<file path="config.mk">
export PLATFORM = sky130hd
export DESIGN_NAME = rau_divider
export DESIGN_NICKNAME = d
export VERILOG_FILES = /design/src/hw/rtl/rau_pkg.sv /design/src/hw/rtl/rau_divider.sv
export SDC_FILE = /design/constraint.sdc
export NUM_CORES = 1
export LEC_CHECK = 0
export BUFFER_PORTS_ARGS = -buffer_cell sky130_fd_sc_hd__buf_2
export CORE_MARGIN = 4
export CORE_UTILIZATION = 40
export CTS_CLUSTER_DIAMETER = 100
export DETAILED_ROUTE_END_ITERATION = 8
export GPL_ROUTABILITY_DRIVEN = 0
export HOLD_SLACK_MARGIN = 0.15
export PLACE_DENSITY_LB_ADDON = 0.08
export RECOVER_POWER = 25
export REMOVE_ABC_BUFFERS = 1
export SLEW_MARGIN = 20
export SYNTH_ARGS = -nofsm -noshare
export SYNTH_HDL_FRONTEND = slang
export SYNTH_SLANG_ARGS = --single-unit
</file>
<file path="constraint.sdc">
create_clock -name clock -period 5.15 [get_ports clock]
set_input_delay 1.03 -clock clock [delete_from_list [all_inputs] [get_ports clock]]
set_output_delay 1.03 -clock clock [all_outputs]
set_load 0.01 [all_outputs]
</file>
<file path="src/hw/rtl/rau_pkg.sv">
// Package with shared types and constants for the rational arithmetic unit.
`timescale 1ns / 1ps
package rau_pkg;
   localparam int unsigned WORD_W = 64;
   localparam int unsigned CMD_W  = 3;

   typedef enum logic [CMD_W-1:0] {
      CMD_NORM = 3'd0,
      CMD_MUL  = 3'd1,
      CMD_DIV  = 3'd2,
      CMD_ADD  = 3'd3,
      CMD_SUB  = 3'd4,
      CMD_EQ   = 3'd5,
      CMD_QUOT = 3'd6,
      CMD_NONE = 3'd7
   } cmd_type;

   // Request to the shared divider and its answer.
   typedef struct packed {
      logic              start;
      logic [WORD_W-1:0] dividend;
      logic [WORD_W-1:0] divisor;
   } div_req_type;

   typedef struct packed {
      logic              done;
      logic [WORD_W-1:0] quot;
      logic [WORD_W-1:0] rem;
   } div_rsp_type;
endpackage

</file>
<file path="src/hw/rtl/rau_divider.sv">
// Shared unsigned 64-bit restoring divider, one quotient bit per cycle.
`timescale 1ns / 1ps
module rau_divider (
   input  logic                 clock,
   input  logic                 reset,
   input  rau_pkg::div_req_type div_req,
   output rau_pkg::div_rsp_type div_rsp
);
   import rau_pkg::*;

   logic [WORD_W-1:0] quot_ff, quot_in;
   logic [WORD_W-1:0] rem_ff, rem_in;
   logic [WORD_W-1:0] dsr_ff, dsr_in;
   logic [6:0]        cnt_ff, cnt_in;
   logic              busy_ff, busy_in;
   logic              done_ff, done_in;
   logic [WORD_W:0]   trial;
   logic [WORD_W:0]   diff;

   // One shift and subtract step per cycle.
   always_comb begin
      quot_in = quot_ff;
      rem_in  = rem_ff;
      dsr_in  = dsr_ff;
      cnt_in  = cnt_ff;
      busy_in = busy_ff;
      done_in = 1'b0;
      trial   = {rem_ff, quot_ff[WORD_W-1]};
      diff    = trial - {1'b0, dsr_ff};
      if (div_req.start) begin
         quot_in = div_req.dividend;
         rem_in  = '0;
         dsr_in  = div_req.divisor;
         cnt_in  = 7'(WORD_W);
         busy_in = 1'b1;
      end else if (busy_ff) begin
         if (diff[WORD_W]) begin
            rem_in  = trial[WORD_W-1:0];
            quot_in = {quot_ff[WORD_W-2:0], 1'b0};
         end else begin
            rem_in  = diff[WORD_W-1:0];
            quot_in = {quot_ff[WORD_W-2:0], 1'b1};
         end
         cnt_in = cnt_ff - 7'd1;
         if (cnt_ff == 7'd1) begin
            busy_in = 1'b0;
            done_in = 1'b1;
         end
      end
   end

   always_ff @(posedge clock) begin
      if (reset) begin
         busy_ff <= 1'b0;
         done_ff <= 1'b0;
         cnt_ff  <= '0;
      end else begin
         busy_ff <= busy_in;
         done_ff <= done_in;
         cnt_ff  <= cnt_in;
      end
      quot_ff <= quot_in;
      rem_ff  <= rem_in;
      dsr_ff  <= dsr_in;
   end

   assign div_rsp.done = done_ff;
   assign div_rsp.quot = quot_ff;
   assign div_rsp.rem  = rem_ff;
endmodule

</file>
==> impl_metrics.json <==
{
  "core_area_sq_mm": 0.0296,
  "synth_edf_count": 128,
  "clkTransAtPathRegs_ps": 60,
  "fin_nets": 1619,
  "dpl_worst_slack_ps": 1320,
  "layout-drive-gt1-share_pct": 26.9,
  "placed_area_sq_mm": 0.0135,
  "route.detailed.drc": 0,
  "ctsResizeCount": 0,
  "hold_ws_ps": 495,
  "synth_common_cells": "edfxtp_1, nor2_1, inv_1",
  "slew_headroom_pct": -123,
  "multi_input_area_sq_mm": 0.00603,
  "cp-start-kind": "register",
  "ff2ff_setup_slack_ps": 1250,
  "status": "finished, violations left",
  "cp_max_fo": 39,
  "yosysMostFrequentCell": "edfxtp_1",
  "swShare_pct": 30.6,
  "pwr-share-seq_pct": 38.9,
  "syn_area_sq_mm": 0.0120,
  "ir_worst_vdd_v": 0.000254,
  "ys.flop_type": "edfxtp_1",
  "avgRoutedWirePerCell_um": 18.5,
  "min_from": "cnt_ff[1]",
  "hold_depth": 2,
  "fillers": 2895,
  "portBuffers": 259,
  "ys_warn_count": 0,
  "leakage_nw": 6.26,
  "grt_pass1_vias": 9727,
  "ys_seq_elements": 201,
  "worstReg2RegEnd": "rem_ff[18]",
  "antenna_left": 0,
  "finalClockSkew_ps": 14.4,
  "grt_pass1_wl_um": 53700,
  "power_density_mw_per_mm2": 356,
  "vias": 9714,
  "area_delta_synth_final_pct": 19.9,
  "regArea_sq_mm": 0.00531,
  "cts_root_buf": "clkbuf_16",
  "path_class": "register to register",
  "fin_ws_ps": 1250,
  "synth-seq-area-share_pct": 44.2,
  "fp-row-count": 63,
  "hold_viol_final": 0,
  "die_w_um": 181,
  "report.final.slew_viol_count": 66,
  "finalSetupTns_ps": 0,
  "grt_start_max_net_pins": 79,
  "clk_latency_ps": 540,
  "clock.fmax_ghz": 0.256,
  "cts_max_path_buffers": 3,
  "fin_crit_ps": 3900,
  "setup_viol": 0,
  "critPathCaptureType": "register",
  "whs_endpoint": "cnt_ff[1]",
  "die-area_sq_mm": 0.0329,
  "instances_no_fill": 1831,
  "dp.cells": 1784,
  "grt_overflow": 0,
  "cts_setup_buffers": 0,
  "synth.area.top_cells": "edfxtp_1, dfxtp_1, ha_1, mux2_2, mux2i_1",
  "r2r_cells": 14,
  "dpl.hpwl_um": 25300,
  "cts_tree": "yes",
  "drt-total-wl_um": 33900,
  "crit_required_ps": 5400,
  "htree_levels": 1,
  "max_cap_viol_count": 1,
  "drt_iter0_markers": 551,
  "track_usage_pct": 19.9,
  "fin_util_pct": 48.6,
  "combPwrFrac_pct": 24.3,
  "violations": "max-capacitance violations, max-slew violations",
  "yosysUniqueCellTypes": 74,
  "worst_pin_slew_ps": 3350,
  "arrival_ps": 4160,
  "p_sw_mw": 1.57,
  "finalInstanceArea_sq_mm": 0.0144,
  "io_pins": 260,
  "p_clk_share_pct": 36.8,
  "antenna_found_initial": 9,
  "initial_core_util_pct": 40.5,
  "synthCells": 1191,
  "p_int_mw": 3.56,
  "p_total_mw": 5.13,
  "synth_area_per_cell_sq_um": 10.1,
  "numCtsBuffers": 25,
  "async_flop_share_pct": 0,
  "cts_sinks": 201,
  "synth.top_cell.area_share_pct": 32.0,
  "routed_via_density": 5.31,
  "rsz0062_at_grt": "no",
  "synth_area_leader_cell": "edfxtp_1",
  "drtPass1Iterations": 5,
  "holdCritPathClass": "register to register",
  "period_share_pct": 75.8,
  "die_y_um": 181,
  "ctsHoldBuffers": 0,
  "timing.rr.start": "quot_ff[63]"
}
area by class of cell:
| cell class | instances | share of cell area (%) |
|---|---|---|
| Clock inverter | 18 | 1.66 |
| Timing Repair Buffer | 265 | 9.38 |
| Sequential cell | 201 | 36.9 |
| Clock buffer | 28 | 4.42 |
| Tap cell | 390 | 3.39 |
| Multi-Input combinational cell | 836 | 41.9 |
| Inverter | 92 | 2.40 |
| Antenna cell | 1 | 0.0174 |
cell families after synthesis:
group	synth area share, %
AO/OA/AOI/OAI	17.2
multiplexers	10.2
adder cells (fa/ha/maj)	7.04
AND/OR/NAND/NOR	11.3
XOR/XNOR	4.52
buffers and inverters	5.62
flip-flops	44.2
power by group through the flow:
stage / combinational [mW] / clock [mW] / sequential, mW
after CTS: 1.25 / 1.95 / 2.00
after floorplan: 0.799 / 0 / 2.05
after detailed placement: 1.25 / 0 / 2.03
final: 1.24 / 1.89 / 1.99
after global placement: 1.25 / 0 / 2.03
after global routing: 1.39 / 2.01 / 2.02
flip-flops by register name (all words and copies together), names as in the netlist:
name	flops
busy_ff	1
dsr_ff	64
quot_ff	64
cnt_ff	7
done_ff	1
rem_ff	64
cells in the final DEF, fill, tap and decap left out, types with 7 or more instances in the layout:
| master | n |
|---|---|
| o21bai_1 | 14 |
| inv_1 | 91 |
| nand4_1 | 21 |
| o21ai_0 | 36 |
| o31ai_1 | 9 |
| buf_2 | 254 |
| mux2i_1 | 51 |
| xor2_1 | 23 |
| clkbuf_1 | 8 |
| dfxtp_1 | 72 |
| ha_1 | 66 |
| o21a_1 | 15 |
| xnor2_1 | 39 |
| a21oi_1 | 75 |
| and3_1 | 12 |
| clkbuf_16 | 25 |
| mux2_2 | 63 |
| a31oi_1 | 7 |
| nand3_1 | 18 |
| nor3_1 | 20 |
| nand2_1 | 71 |
| nor2_1 | 112 |
| a21o_1 | 27 |
| a211oi_1 | 61 |
| edfxtp_1 | 128 |
worst max-delay path, stage by stage (launching register included):
cell and delay [ps]:
edfxtp_1 370, inv_1 50, ha_1 220, fa_1 410, nor2b_1 190, o31ai_1 100, a31oi_1 230, a31o_2 280
o21ai_4 110, o2111ai_2 230, a21o_2 230, and2_4 580, buf_12 300, mux2i_1 210, a211oi_1 80
worst max-delay path by stage:
stage	startpoint	end	slack (ps)	depth (start not counted)
after CTS	quot_ff[63]	rem_ff[15]	1290	14
after floorplan	busy_ff	quot_ff[0]	230	2
after detailed placement	quot_ff[63]	rem_ff[4]	1320	14
after global placement	quot_ff[63]	rem_ff[20]	1440	14
after global routing	quot_ff[63]	rem_ff[16]	870	14
final	quot_ff[63]	rem_ff[18]	1250	14
per-layer routing:
layer  wire length (um)  vias up  part of all wire (%)  track usage [%]
met4                674       16                   2.0             4.29
met5                113        -                  0.33                0
li1                   -     4835                     -                -
met1              15200     4508                    45             26.8
met3               2810       51                   8.3             6.58
met2              15100      304                    45             31.4
Note: power is estimated with default switching activity, not from simulation.
